`src/qsalu_pkg.sv`:
```
`timescale 1ns / 1ps

package qsalu_pkg;

    typedef struct packed
    {
        logic [3:0]         command;
        logic signed [31:0] operand_a;
        logic signed [31:0] operand_b;
    } qsalu_in_t;

    typedef struct packed
    {
        logic signed [31:0] result_value;
        logic               compare_true;
        logic               saturated;
        logic               divide_by_zero;
    } qsalu_out_t;

    // sideband that travels with each transaction through the divider stages
    typedef struct packed
    {
        logic [3:0]         command;
        logic signed [31:0] result;
        logic               cmp;
        logic               sat;
        logic               dz;
        logic               q_neg;
        logic signed [63:0] prod;
    } qsalu_side_t;

    typedef struct packed
    {
        logic signed [31:0] value;
        logic               sat;
    } qsalu_rs_t;

    localparam logic [3:0] CMD_ADD      = 4'd0;
    localparam logic [3:0] CMD_SUB      = 4'd1;
    localparam logic [3:0] CMD_MUL      = 4'd2;
    localparam logic [3:0] CMD_DIV      = 4'd3;
    localparam logic [3:0] CMD_GT       = 4'd4;
    localparam logic [3:0] CMD_LT       = 4'd5;
    localparam logic [3:0] CMD_GE       = 4'd6;
    localparam logic [3:0] CMD_LE       = 4'd7;
    localparam logic [3:0] CMD_EQ       = 4'd8;
    localparam logic [3:0] CMD_NE       = 4'd9;
    localparam logic [3:0] CMD_MIN      = 4'd10;
    localparam logic [3:0] CMD_MAX      = 4'd11;
    localparam logic [3:0] CMD_INC      = 4'd12;
    localparam logic [3:0] CMD_DEC      = 4'd13;
    localparam logic [3:0] CMD_TO_INT   = 4'd14;
    localparam logic [3:0] CMD_FROM_INT = 4'd15;

    localparam logic signed [31:0] WORD_MAX = 32'sh7FFF_FFFF;
    localparam logic signed [31:0] WORD_MIN = 32'sh8000_0000;

    function automatic qsalu_rs_t clamp33(input logic [32:0] v);
        qsalu_rs_t r;
        if (v[32] != v[31])
        begin
            r.value = v[32] ? WORD_MIN : WORD_MAX;
            r.sat   = 1'b1;
        end
        else
        begin
            r.value = v[31:0];
            r.sat   = 1'b0;
        end
        return r;
    endfunction

endpackage

```
`src/qsalu_post.sv`:
```
`timescale 1ns / 1ps

module qsalu_post #(
    parameter int FRAC_BITS = 8,
    parameter int DW        = 40
) (
    input  logic                   clk,
    input  logic                   rst_n,
    input  logic                   en,
    input  logic                   in_valid,
    input  qsalu_pkg::qsalu_side_t in_side,
    input  logic [DW-1:0]          quotient,
    output logic                   valid,
    output qsalu_pkg::qsalu_out_t  data
);
    import qsalu_pkg::*;

    localparam logic [DW-1:0] Q_LIM = {{(DW - 32){1'b0}}, 1'b1, 31'd0};

    logic               valid_reg;
    qsalu_out_t         data_reg, data_next;
    logic signed [63:0] m_round, m_shift;
    logic [31:0]        q_low;

    always_comb
    begin
        m_round = in_side.prod + (64'sd1 <<< (FRAC_BITS - 1));
        m_shift = m_round >>> FRAC_BITS;
        q_low   = quotient[31:0];

        data_next.result_value   = in_side.result;
        data_next.compare_true   = in_side.cmp;
        data_next.saturated      = in_side.sat;
        data_next.divide_by_zero = in_side.dz;

        if (in_side.command == CMD_MUL)
        begin
            if (m_shift[63:31] != {33{m_shift[63]}})
            begin
                data_next.result_value = m_shift[63] ? WORD_MIN : WORD_MAX;
                data_next.saturated    = 1'b1;
            end
            else
            begin
                data_next.result_value = m_shift[31:0];
            end
        end
        else if ((in_side.command == CMD_DIV) && !in_side.dz)
        begin
            if (in_side.q_neg)
            begin
                if (quotient > Q_LIM)
                begin
                    data_next.result_value = WORD_MIN;
                    data_next.saturated    = 1'b1;
                end
                else
                begin
                    data_next.result_value = ~q_low + 32'd1;
                end
            end
            else
            begin
                if (quotient >= Q_LIM)
                begin
                    data_next.result_value = WORD_MAX;
                    data_next.saturated    = 1'b1;
                end
                else
                begin
                    data_next.result_value = q_low;
                end
            end
        end
    end

    always_ff @(posedge clk or negedge rst_n)
    begin
        if (!rst_n)
        begin
            valid_reg <= 1'b0;
        end
        else if (en)
        begin
            valid_reg <= in_valid;
        end
    end

    always_ff @(posedge clk)
    begin
        if (en)
        begin
            data_reg <= data_next;
        end
    end

    assign valid = valid_reg;
    assign data  = data_reg;

endmodule

```
`config.mk`:
```
export PLATFORM = sky130hd
export DESIGN_NAME = qsalu_post
export DESIGN_NICKNAME = d
export VERILOG_FILES = /design/src/qsalu_pkg.sv /design/src/qsalu_post.sv
export SDC_FILE = /design/constraint.sdc
export NUM_CORES = 1
export LEC_CHECK = 0
export BUFFER_PORTS_ARGS = -buffer_cell sky130_fd_sc_hd__clkbuf_2
export CAP_MARGIN = 20
export CORE_AREA = 2 2 97 99
export CTS_BUF_LIST = sky130_fd_sc_hd__clkbuf_4 sky130_fd_sc_hd__clkbuf_8 sky130_fd_sc_hd__clkbuf_16
export CTS_CLUSTER_SIZE = 14
export DETAILED_ROUTE_END_ITERATION = 6
export DIE_AREA = 0 0 99 101
export PLACE_DENSITY = 0.81
export SLEW_MARGIN = 20
export SYNTH_ARGS = -nofsm -noshare
export SYNTH_HDL_FRONTEND = slang
export SYNTH_SLANG_ARGS = --single-unit
export TNS_END_PERCENT = 1
```
`constraint.sdc`:
```
create_clock -name clk -period 1.25 [get_ports clk]
set_clock_uncertainty 0.2 [all_clocks]
set_input_delay 0.125 -clock clk [delete_from_list [all_inputs] [get_ports clk]]
set_output_delay 0.125 -clock clk [all_outputs]
set_load 0.005 [all_outputs]
```
**Word level (Yosys, flattened, before mapping)**

Cells that the tools add are included.

- Output and inout bits: 36
- Word-level logic and storage cells: 28
- Register bits: 36
- Input port bits: 148

- Reductions and logical operators: 2
- Multiplexer cells: 13
- Add/subtract/negate cells: 2
- Equal/unequal tests: 3
- Bitwise operators: 1
- Order comparisons: 2

Operators with widths:

| cell | count |
|---|---|
| 2-to-1 mux 32 bit | 7 |
| adder 64 x 9 -> 64 bit, second input constant | 1 |
| greater-or-equal comparator 40 x 32 -> 1 bit, second input constant | 1 |
| greater-than comparator 40 x 32 -> 1 bit, second input constant | 1 |
| adder 32 x 1 -> 32 bit, second input constant | 1 |
| NOT 32 bit | 1 |
| inequality test 24 bit | 1 |
| == test 4 x 2 -> 1 bit, second input constant | 2 |
| 2-to-1 mux 1 bit | 6 |
| logical AND 1 bit | 1 |
| zero test 1 bit | 1 |

**Logic depth before layout (Yosys ltp)**

- Word-level depth: 6
- Gate-level depth with buffers: 14
- Gate-level depth less buffers: 11

**Worst setup path after synthesis**

OpenSTA, ideal clock, no wires.

- Path type: input-to-reg
- From: in in_side[36] (netlist name)
- To: reg data_reg (netlist bit data[16]), data pin
- Data arrival time: 3.719 ns
- Path buffers: 3
- Library setup time: 0.278 ns
- Cell stages on the path: 12
- Path slack: -2.947 ns
- Data required time: 0.772 ns
- Path through: nand4_1 or4_1 clkbuf_1 or4_1 buf_2 o41a_1 or2_1 or4_1 a222oi_1 a31o_2 buf_2 o221ai_1

RTL lines:

| element | RTL line | RTL |
|---|---|---|
| start, declared | qsalu_post.sv:11 | `input qsalu_pkg::qsalu_side_t in_side,` |
| end signal, assigned | qsalu_post.sv:93 | `data_reg <= data_next;` |
| end, declared | qsalu_post.sv:21 | `qsalu_out_t data_reg, data_next;` |

==> metrics.md <==
| Metric | Value |
|---|---|
| Clk buf depth | 2 |
| Layout fillers | 585 |
| Routed wire per std cell | 19.9 um |
| Mapped Nets | 698 |
| Width of the die | 99 um |
| Post-DP HPWL | 16300 um |
| Worst endpoint data arrival time | 3.40 ns |
| Placer Congestion | 0.992 |
| Syn avg cell area | 8.01 um2 |
| Cells on worst reg2reg path | 1 |
| Htree depth | 2 |
| First-pass GRT wire length | 31500 um |
| Rel. slew slack | 61.7% |
| RSZ-0062 raised after global routing | true |
| Routed WL | 20900 um |
| Synth-to-layout area growth | 69.1% |
| Reg2reg end | valid$_DFFE_PN0P_ |
| Clock Tree Root | clkbuf_8 |
| Setup TNS | -74.97 ns |
| Cell Area, Synth | 4390 um2 |
| Adder-cell share of the synthesized area | 0.570% |
| Critical path class | in2reg |
| Hold_buf cts | 10 |
| Worst Path Max Fanout | 8 |
| Total number of vias | 6652 |
| Startpoint types | input port |
| Clock latency on the worst-skew pair | 0.29 ns |
| Initial core utilization | 48.9% |
| Hold EP | data[34]$_DFFE_PP_ |
| DRT Pass-1 Iters | 7 |
| Antenna violations before repair | 0 |
| Max FFs per register | 35 |
| Final worst slack | -2.35 ns |
| Row count | 35 |
| Max Cap Viol | 0 |
| Endpoint class of the critical path | flop |
| PortBufs | 176 |
| Antenna-violating nets left | 0 |
| Hold_sp | in_side[99] |
| Maximum clock frequency | 0.278 GHz |
| Seq/Total Area, Yosys | 24.5% |
| Asr flop ratio synth | 2.78% |
| Vias per cell | 6.35 |
| Compound-gate portion of the synthesized area | 27.7% |
| Status | complete, but fails checks |
| Final hold vios | 1 |
| Num CTS Buffers | 5 |
| Xor and xnor area share after synthesis | 10.2% |
| Die H | 101 um |
| Core Util, Final | 82.7% |
| Largest net degree at the start of global routing | 32 |
| Clock-pin slew on the worst setup and hold paths | 0.08 ns |
| Most frequent cells in the layout | 222 x buf_4, 172 x clkbuf_2, 40 x nand2_1 |
| Post-synthesis mux area share | 0.741% |
| Count of different cell masters after synthesis | 60 |
| PD cells | 530 nW/um2 |
| YS warnings | 0 |
| Initial DRC count | 702 |
| Commonest non-fill, non-tap cell in the layout | buf_4 |
| R2r setup slk | 0.31 ns |
| Peak VDD IR | 427 uV |
| Final Slew Violations | 0 |
| Synth Area in Simple Gates | 32.1% |
| Setup violators final | 33 |
| Final Power | 3930 uW |
| Failing checks | design-rule violations, negative hold slack, negative setup slack |
| Total GRT Usage | 39.7% |
| Vias in the first global route | 6364 |
| Total core area | 8980 um2 |
| Layout net count | 1086 |
| Clock Sinks | 36 |
| Post-synth EDFFs | 35 |
| Io pins | 184 |
| Final min period | 3.60 ns |
| Worst slew pin tran | 0.570 ns |
| Total gr overflow | 0 |
| # diodes | 0 |
| Pleak | 0.00319 uW |
| Ys flop type | edfxtp_1 |
| Reg2reg start | valid$_DFFE_PN0P_ |
| Fin crit share | 288% |
| Hold_ws | -0.0134 ns |
| Full die area | 10000 um2 |
| Fraction of layout cells with a size suffix above 1 | 48.0% |
| CTS tree | done |
| Tightest Hold Check Type | in2reg |
| Residual DRC | 1 |
| Yosys reg bits | 36 |
| Largest family of logic cells by synthesized area | simple AND/OR/NAND/NOR gates |
| Cell count after synthesis | 548 |
| Hold Path Cell Cnt | 3 |
| Worst path required time | 1.06 ns |
-- layer usage --
layer	part of all wire [%]	GRT usage, %	up-vias
li1	-	-	2987
met5	0	0	-
met2	47	66.5	476
met4	3.7	13.3	0
met1	39	52.6	3102
met3	10	6.17	87
-- metrics by stage --
step	worst slack, ns	hold WS (ns)	instances	instance area (um2)
2_1_floorplan	-2.84	-0.371	548	4430
3_3_place_gp	-2.71	-0.300	1028	7040
3_5_place_dp	-2.81	-0.299	1028	7040
4_1_cts	-2.31	-0.0242	1047	7320
5_1_grt	-2.46	0.000902	1048	7420
6_report	-2.35	-0.0134	1048	7420
-- synth_stat cells, types with 11 or more instances --
library cell / number / area, um2
nand2_1: 41 / 154
nor2_1: 36 / 135
nor3_1: 30 / 150
nand4_1: 26 / 163
or3_1: 12 / 75.1
a21oi_1: 14 / 70.1
nor3b_1: 11 / 82.6
edfxtp_1: 35 / 1050
a211o_1: 12 / 105
clkbuf_1: 27 / 101
xnor2_1: 21 / 184
or4_1: 13 / 97.6
nand3_1: 25 / 125
o21ai_0: 22 / 110
o221ai_1: 26 / 228
xor2_1: 30 / 263
nor4_1: 19 / 119
inv_1: 11 / 41.3
o211ai_1: 16 / 120
-- where the power goes --
part	total (uW)	internal (uW)	switching, uW
combinational	1520	777	746
sequential	1500	1450	44.4
clock	909	443	466
total	3930	2670	1260
-- cell type report --
class                           instances  area (um2)  area share [%]
Multi-Input combinational cell        466        3260            43.9
Timing Repair Buffer                  416        2810            37.9
Sequential cell                        36        1080            14.5
Tap cell                              111         139            1.87
Clock buffer                            7        83.8            1.13
Inverter                               11        41.3           0.556
Clock inverter                          1        8.76           0.118
-- worst max path at each step --
stage / startpoint / to / slack, ns / depth (start not counted)
2_1_floorplan: in_side[38] / data[16]$_DFFE_PP_ / -2.84 / 12
3_3_place_gp: in_side[38] / data[18]$_DFFE_PP_ / -2.71 / 12
3_5_place_dp: in_side[38] / data[10]$_DFFE_PP_ / -2.81 / 13
4_1_cts: in_side[38] / data[13]$_DFFE_PP_ / -2.31 / 12
5_1_grt: in_side[36] / data[13]$_DFFE_PP_ / -2.46 / 12
6_report: in_side[36] / data[13]$_DFFE_PP_ / -2.35 / 12
-- timing repair --
item	4_1_cts	5_1_grt
endpoints found under the setup margin	33	33
buffers inserted	0	1
resized for setup	13	15
pin swaps	4	17
hold endpoints to repair	11	1
cloned	1	0
-- worst max-delay path: stages --
cell	delay, ns
buf_6	0.07
nand4_1	0.14
or4_4	0.56
or4_4	0.54
o41a_1	0.36
or2_1	0.23
or4_1	0.41
a222oi_1	0.23
buf_4	0.18
a31o_4	0.23
buf_6	0.17
o221ai_1	0.15
-- logic make-up after synthesis --
logic type / Yosys count
compound gates: 154
buf+inv: 46
xor+xnor: 51
mux: 3
flops: 36
simple gates: 256
fa+ha+maj: 2
No activity file was read; power rests on OpenSTA's default activity.
