<file path="src/qsalu_pkg.sv">
`timescale 1ns / 1ps

package qsalu_pkg;

    typedef struct packed
    {
        logic [3:0]         command;
        logic signed [31:0] operand_a;
        logic signed [31:0] operand_b;
    } qsalu_in_t;

    typedef struct packed
    {
        logic signed [31:0] result_value;
        logic               compare_true;
        logic               saturated;
        logic               divide_by_zero;
    } qsalu_out_t;

    // sideband that travels with each transaction through the divider stages
    typedef struct packed
    {
        logic [3:0]         command;
        logic signed [31:0] result;
        logic               cmp;
        logic               sat;
        logic               dz;
        logic               q_neg;
        logic signed [63:0] prod;
    } qsalu_side_t;

    typedef struct packed
    {
        logic signed [31:0] value;
        logic               sat;
    } qsalu_rs_t;

    localparam logic [3:0] CMD_ADD      = 4'd0;
    localparam logic [3:0] CMD_SUB      = 4'd1;
    localparam logic [3:0] CMD_MUL      = 4'd2;
    localparam logic [3:0] CMD_DIV      = 4'd3;
    localparam logic [3:0] CMD_GT       = 4'd4;
    localparam logic [3:0] CMD_LT       = 4'd5;
    localparam logic [3:0] CMD_GE       = 4'd6;
    localparam logic [3:0] CMD_LE       = 4'd7;
    localparam logic [3:0] CMD_EQ       = 4'd8;
    localparam logic [3:0] CMD_NE       = 4'd9;
    localparam logic [3:0] CMD_MIN      = 4'd10;
    localparam logic [3:0] CMD_MAX      = 4'd11;
    localparam logic [3:0] CMD_INC      = 4'd12;
    localparam logic [3:0] CMD_DEC      = 4'd13;
    localparam logic [3:0] CMD_TO_INT   = 4'd14;
    localparam logic [3:0] CMD_FROM_INT = 4'd15;

    localparam logic signed [31:0] WORD_MAX = 32'sh7FFF_FFFF;
    localparam logic signed [31:0] WORD_MIN = 32'sh8000_0000;

    function automatic qsalu_rs_t clamp33(input logic [32:0] v);
        qsalu_rs_t r;
        if (v[32] != v[31])
        begin
            r.value = v[32] ? WORD_MIN : WORD_MAX;
            r.sat   = 1'b1;
        end
        else
        begin
            r.value = v[31:0];
            r.sat   = 1'b0;
        end
        return r;
    endfunction

endpackage

</file>
<file path="src/qsalu_prep.sv">
`timescale 1ns / 1ps

module qsalu_prep #(
    parameter int FRAC_BITS = 8,
    parameter int DW        = 40,
    parameter int ACC_W     = 72
) (
    input  logic                  clk,
    input  logic                  rst_n,
    input  logic                  en,
    input  logic                  in_valid,
    input  qsalu_pkg::qsalu_in_t  in_data,
    output logic                  valid,
    output qsalu_pkg::qsalu_side_t side,
    output logic [ACC_W-1:0]      acc,
    output logic [31:0]           divisor
);
    import qsalu_pkg::*;

    logic               valid_reg;
    qsalu_side_t        side_reg, side_next;
    logic [ACC_W-1:0]   acc_reg, acc_next;
    logic [31:0]        dvs_reg, dvs_next;

    logic signed [31:0] a, b;
    logic [31:0]        b_u;
    logic signed [DW:0] t_base, half_x, t_adj, t_mag;
    logic signed [DW-1:0] fi;
    qsalu_rs_t          rs_add, rs_sub, rs_inc, rs_dec;

    always_comb
    begin
        a      = in_data.operand_a;
        b      = in_data.operand_b;
        b_u    = b;
        rs_add = clamp33({a[31], a} + {b[31], b});
        rs_sub = clamp33({a[31], a} - {b[31], b});
        rs_inc = clamp33({a[31], a} + 33'd1);
        rs_dec = clamp33({a[31], a} - 33'd1);
        fi     = {a, {FRAC_BITS{1'b0}}};

        t_base = {a[31], a, {FRAC_BITS{1'b0}}};
        half_x = {{(DW - 30){b[31]}}, b[31:1]};
        t_adj  = (a[31] == b[31]) ? (t_base + half_x) : (t_base - half_x);
        t_mag  = t_adj[DW] ? -t_adj : t_adj;
        dvs_next = b[31] ? (~b_u + 32'd1) : b_u;
        acc_next = {32'd0, t_mag[DW-1:0]};

        side_next.command = in_data.command;
        side_next.result  = '0;
        side_next.cmp     = 1'b0;
        side_next.sat     = 1'b0;
        side_next.dz      = 1'b0;
        side_next.q_neg   = a[31] ^ b[31];
        side_next.prod    = a * b;

        unique case (in_data.command)
            CMD_ADD:
            begin
                side_next.result = rs_add.value;
                side_next.sat    = rs_add.sat;
            end
            CMD_SUB:
            begin
                side_next.result = rs_sub.value;
                side_next.sat    = rs_sub.sat;
            end
            CMD_DIV:
            begin
                if (b == 32'sd0)
                begin
                    side_next.dz     = 1'b1;
                    side_next.sat    = 1'b1;
                    side_next.result = a[31] ? WORD_MIN : WORD_MAX;
                end
            end
            CMD_GT:  side_next.cmp = a > b;
            CMD_LT:  side_next.cmp = a < b;
            CMD_GE:  side_next.cmp = a >= b;
            CMD_LE:  side_next.cmp = a <= b;
            CMD_EQ:  side_next.cmp = a == b;
            CMD_NE:  side_next.cmp = a != b;
            CMD_MIN: side_next.result = (a < b) ? a : b;
            CMD_MAX: side_next.result = (a > b) ? a : b;
            CMD_INC:
            begin
                side_next.result = rs_inc.value;
                side_next.sat    = rs_inc.sat;
            end
            CMD_DEC:
            begin
                side_next.result = rs_dec.value;
                side_next.sat    = rs_dec.sat;
            end
            CMD_TO_INT: side_next.result = a >>> FRAC_BITS;
            CMD_FROM_INT:
            begin
                if (fi[DW-1:31] != {(FRAC_BITS + 1){fi[DW-1]}})
                begin
                    side_next.result = a[31] ? WORD_MIN : WORD_MAX;
                    side_next.sat    = 1'b1;
                end
                else
                begin
                    side_next.result = fi[31:0];
                end
            end
            default: ;
        endcase
    end

    always_ff @(posedge clk or negedge rst_n)
    begin
        if (!rst_n)
        begin
            valid_reg <= 1'b0;
        end
        else if (en)
        begin
            valid_reg <= in_valid;
        end
    end

    always_ff @(posedge clk)
    begin
        if (en)
        begin
            side_reg <= side_next;
            acc_reg  <= acc_next;
            dvs_reg  <= dvs_next;
        end
    end

    assign valid   = valid_reg;
    assign side    = side_reg;
    assign acc     = acc_reg;
    assign divisor = dvs_reg;

endmodule

</file>
<file path="config.mk">
export PLATFORM = sky130hd
export DESIGN_NAME = qsalu_prep
export DESIGN_NICKNAME = d
export VERILOG_FILES = /design/src/qsalu_pkg.sv /design/src/qsalu_prep.sv
export SDC_FILE = /design/constraint.sdc
export NUM_CORES = 2
export LEC_CHECK = 0
export BUFFER_PORTS_ARGS = -buffer_cell sky130_fd_sc_hd__buf_2
export CORE_AREA = 2 2 419 421
export DETAILED_ROUTE_END_ITERATION = 10
export DIE_AREA = 0 0 421 423
export PLACE_DENSITY = 0.55
export SYNTH_ARGS = -nofsm -noshare
export SYNTH_HDL_FRONTEND = slang
export SYNTH_SLANG_ARGS = --single-unit
export TNS_END_PERCENT = 50
</file>
<file path="constraint.sdc">
create_clock -name clk -period 1.4 [get_ports clk]
set_clock_uncertainty 0.15 [all_clocks]
set_input_delay 0.28 -clock clk [delete_from_list [all_inputs] [get_ports clk]]
set_output_delay 0.28 -clock clk [all_outputs]
set_load 0.01 [all_outputs]
</file>
Word level (Yosys, flattened, before mapping)

Index checks and enable logic that the tools add are counted.

$add $sub $neg: 8
$mul: 1
Magnitude comparators: 4
Equality and inequality tests: 22
Mux-type cells: 21
Bitwise gates (word level): 2
Reduce and logical (&&, ||, !) cells: 2

Operators by type and width:

| operator              | number |
|---|---|
| $mux 32               | 9 |
| $pmux 32 s9           | 1 |
| $mux 33               | 4 |
| $mul 32x32->64        | 1 |
| $add 40x31->41        | 1 |
| $mux 41               | 1 |
| $sub 40x31->41        | 1 |
| $mux 40               | 1 |
| $neg 40->40           | 1 |
| $add 32x2->33 const B | 1 |
| $add 32x32->33        | 1 |
| $sub 32x2->33 const B | 1 |
| $sub 32x32->33        | 1 |
| $add 32x1->32 const B | 1 |
| $eq 32x32->1          | 1 |
| $eq 4x4->1 const B    | 8 |
| $ge 32x32->1          | 1 |
| $gt 32x32->1          | 1 |
| $le 32x32->1          | 1 |
| $logic_not 32->1      | 1 |
| $lt 32x32->1          | 1 |
| $ne 32x32->1          | 1 |
| $not 32->32           | 1 |
| $mux 31               | 1 |
| other kinds (11)      | 18 |

Register bits after elaboration: 177
Input port bits: 72
Output and inout bits: 209
Logic and storage cells: 71

Longest topological paths before layout

Word-level depth: 4
Depth in mapped cells: 33
Depth with buffers taken out: 30

Worst setup path before layout

Ideal clock, no wire load.

Kind: input to register
Start point: input port in_data[55] (netlist name)
End point: register side_reg (netlist bit side[57]) (data pin)
Library setup time: 0.261 ns
Arrival time: 8.082 ns
Required time: 0.989 ns
Path slack: -7.093 ns
Cell stages on the path: 28
Buffers on the path: 4
Cell sequence: clkbuf_1 -> clkbuf_1 -> buf_1 -> nand2_1 -> fa_1 -> inv_1 -> fa_1 -> inv_1 -> fa_1 -> fa_1 -> inv_1 -> fa_1 -> inv_1 -> fa_1 -> fa_1 -> fa_1 -> inv_1 -> ha_1 -> clkbuf_1 -> nand4_1 -> or3_1 -> o31ai_1 -> a31oi_1 -> nor4_1 -> o311ai_2 -> a21oi_1 -> a2111oi_0 -> a311o_1

RTL lines:

| what                 | RTL line          | source |
|---|---|---|
| start, declared      | qsalu_prep.sv:12  | `input qsalu_pkg::qsalu_in_t in_data,` |
| end signal, assigned | qsalu_prep.sv:128 | `side_reg <= side_next;` |
| end, declared        | qsalu_prep.sv:21  | `qsalu_side_t side_reg, side_next;` |

==> flow_summary.ini <==
[grt]
grt_pass1_vias = 50630
grt-ovfl-total = 0
antenna_found_initial = 19
globalRouteTotalUtil_pct = 25.56
grt_pass1_wl_um = 336200
grt_max_degree = 39

[placed_design]
place_congestion = 0.9830
dp.cells = 9535
dpl.hpwl_um = 192300
io_buffers = 248

[setup_path]
critPathMaxFanout = 6
cp-start-kind = primary input
criticalPathCategory = in2reg
slowest_stage = fa_2
critPathMaxStageDelay_ns = 0.59
cp_common_cell = fa_1
required_ns = 1.65
cp.arrival_ns = 7.80
cp-end-kind = register

[routing]
ant_nets = 0
vias = 48160
wl_per_cell_um = 23.56
vias_per_cell = 4.959
drt-total-wl_um = 228800
dr.pass1.iters = 6
route.detailed.drc = 0
drtIter0Drc = 3411

[yosys]
synthArstFlopShare_pct = 0.5650
ys_top_cells_by_area = fa_1 (41%), edfxtp_1 (9.9%), inv_1 (7.7%)
synth_area_um2 = 53610
yosys_warnings = 0
yosysMostFrequentCell = inv_1
synth-edff-count = 176
synth.avg_cell_area_um2 = 8.972
ys_seq_area_share_pct = 9.906
synth_top_cells_by_count = inv_1 (1094), fa_1 (1085), nand2_1 (610)
yosysTopAreaCell = fa_1
syn-instance-count = 5975
ys_ff_latch = 177
synthDominantCellAreaShare_pct = 40.52
synthFlopType = edfxtp_1
synthDistinctLibCells = 105

[clock_network]
cts_tree = built
cts_made_buffers = 17
ctsRootBufferMaster = clkbuf_16
clkTransAtPathRegs_ns = 0.09
cts_buffer_depth = 2
clock_sinks = 177
insertion_delay_ns = 0.59
htreeDepth = 4

[final_layout]
post-route-util_pct = 42.18
final-seq-area_um2 = 5310
fill_cells = 17120
largest_reg_flops = 104
area_growth_pct = 36.33
nNetsFinal = 8841
multi_input_area_um2 = 45410
final_cells = 9712
drive_gt1_share_pct = 31.07

[timing]
setup_ws_ns = -6.148
fmaxAchievable_mhz = 132.5
min_period_over_period_pct = 539.1
setup_viol = 342
finalHoldViolCount = 0
rsz0062_at_grt = true
worst_pin_slew_ns = 1.140
slew_viol_final = 0
fin_crit_ns = 7.548
relSlewSlack_pct = 23.39

[floorplan]
die-area_um2 = 178100
initial_core_util_pct = 30.94
fp.dieH_um = 423
ios = 281
row_count = 153
core_um2 = 173200
die_w_um = 421

[flow_run]
drv_cap = 0

[run_status]
status = complete, but fails checks
violations = setup timing

[worst_hold_path]
min_path_type = in2reg
==> cell type report <==
cell class / instances / share of cell area [%]
clock buffer: 17 / 0.5821
sequential: 177 / 7.266
tap: 2325 / 3.980
multi-input combinational: 4339 / 62.14
timing repair inverter: 1 / 0.01027
timing repair buffer: 1709 / 19.85
inverter: 1112 / 5.835
clock inverter: 15 / 0.2825
antenna: 17 / 0.05821
==> repair_timing <==
action | 4_1_cts | 5_1_grt
hold buffers | 8 | 0
pin swaps | 147 | 199
hold endpoints to repair | 15 | 0
setup buffers | 53 | 75
endpoints found under the setup margin | 343 | 343
cloned | 4 | 7
gates resized for setup | 324 | 434
==> stage by stage <==
step	hold WS [ns]	instance area, µm²	setup WS, ns	setup TNS (ns)
floorplan	-0.1656	55270	-6.198	-512.81
global placement	-0.09588	67940	-7.218	-679.81
detailed placement	-0.09379	67940	-7.214	-681.65
CTS	0.1089	70510	-6.179	-567.78
global route	0.1265	73070	-6.335	-573.63
finish	0.1499	73080	-6.148	-549.84
==> layout by cell type (no fill, tap or decap), drive strengths merged, types with 30 or more instances in the layout <==
cell type	n
buf	1686
inv	1104
fa	1085
nand2	611
nor2	396
ha	327
and2	324
a21oi	242
o21ai	224
xnor2	217
edfxtp	176
nor3	87
nand3	81
a21o	71
xor2	66
nand4	56
mux2i	49
conb	32
a31oi	32
o31ai	30
clkbuf	30
==> cells by family (layout without fill, tap and decap cells) <==
| logic type | Yosys count | count (layout) | synth area share (%) |
|---|---|---|---|
| adder cells (fa/ha/maj) | 1412 | 1412 | 48.15 |
| XOR/XNOR | 283 | 283 | 4.624 |
| AO/OA/AOI/OAI | 819 | 819 | 9.812 |
| other | 1 | 49 | 0.006995 |
| multiplexers | 69 | 69 | 1.335 |
| AND/OR/NAND/NOR | 1724 | 1724 | 15.38 |
| buffers and inverters | 1490 | 2854 | 10.78 |
| flip-flops | 177 | 177 | 9.906 |
==> routing by layer <==
metal / GRT usage (%) / vias up / routed length [µm]
met4: 12.64 / 4 / 13920
met2: 43.12 / 1713 / 111200
met1: 32.08 / 24590 / 90410
met5: 0 / - / 28
met3: 3.484 / 453 / 13240
li1: - / 21410 / -
==> worst max-delay path: cells and delay by family <==
kind            cells  cell delay [ns]
buf+inv             9             1.25
compound gates      5             1.12
simple gates        5             0.83
fa+ha+maj           9             4.29
==> worst paths after layout <==
kind / end / from / cells past startpoint / slack, ns
setup / recovery: side[63] / in_data[4] / 28 / -6.15
hold / removal: side[76] / in_data[40] / 4 / 0.15
setup reg to reg: valid / valid / 1 / 0.50
hold reg to reg: valid / valid / 1 / 0.38
max in group asynchronous: valid / rst_n / 3 / 0.63
min in group asynchronous: valid / rst_n / 3 / 0.37
Power is not shown: default switching activity piles up to over one toggle a cycle in this logic, so the estimate is an artifact.
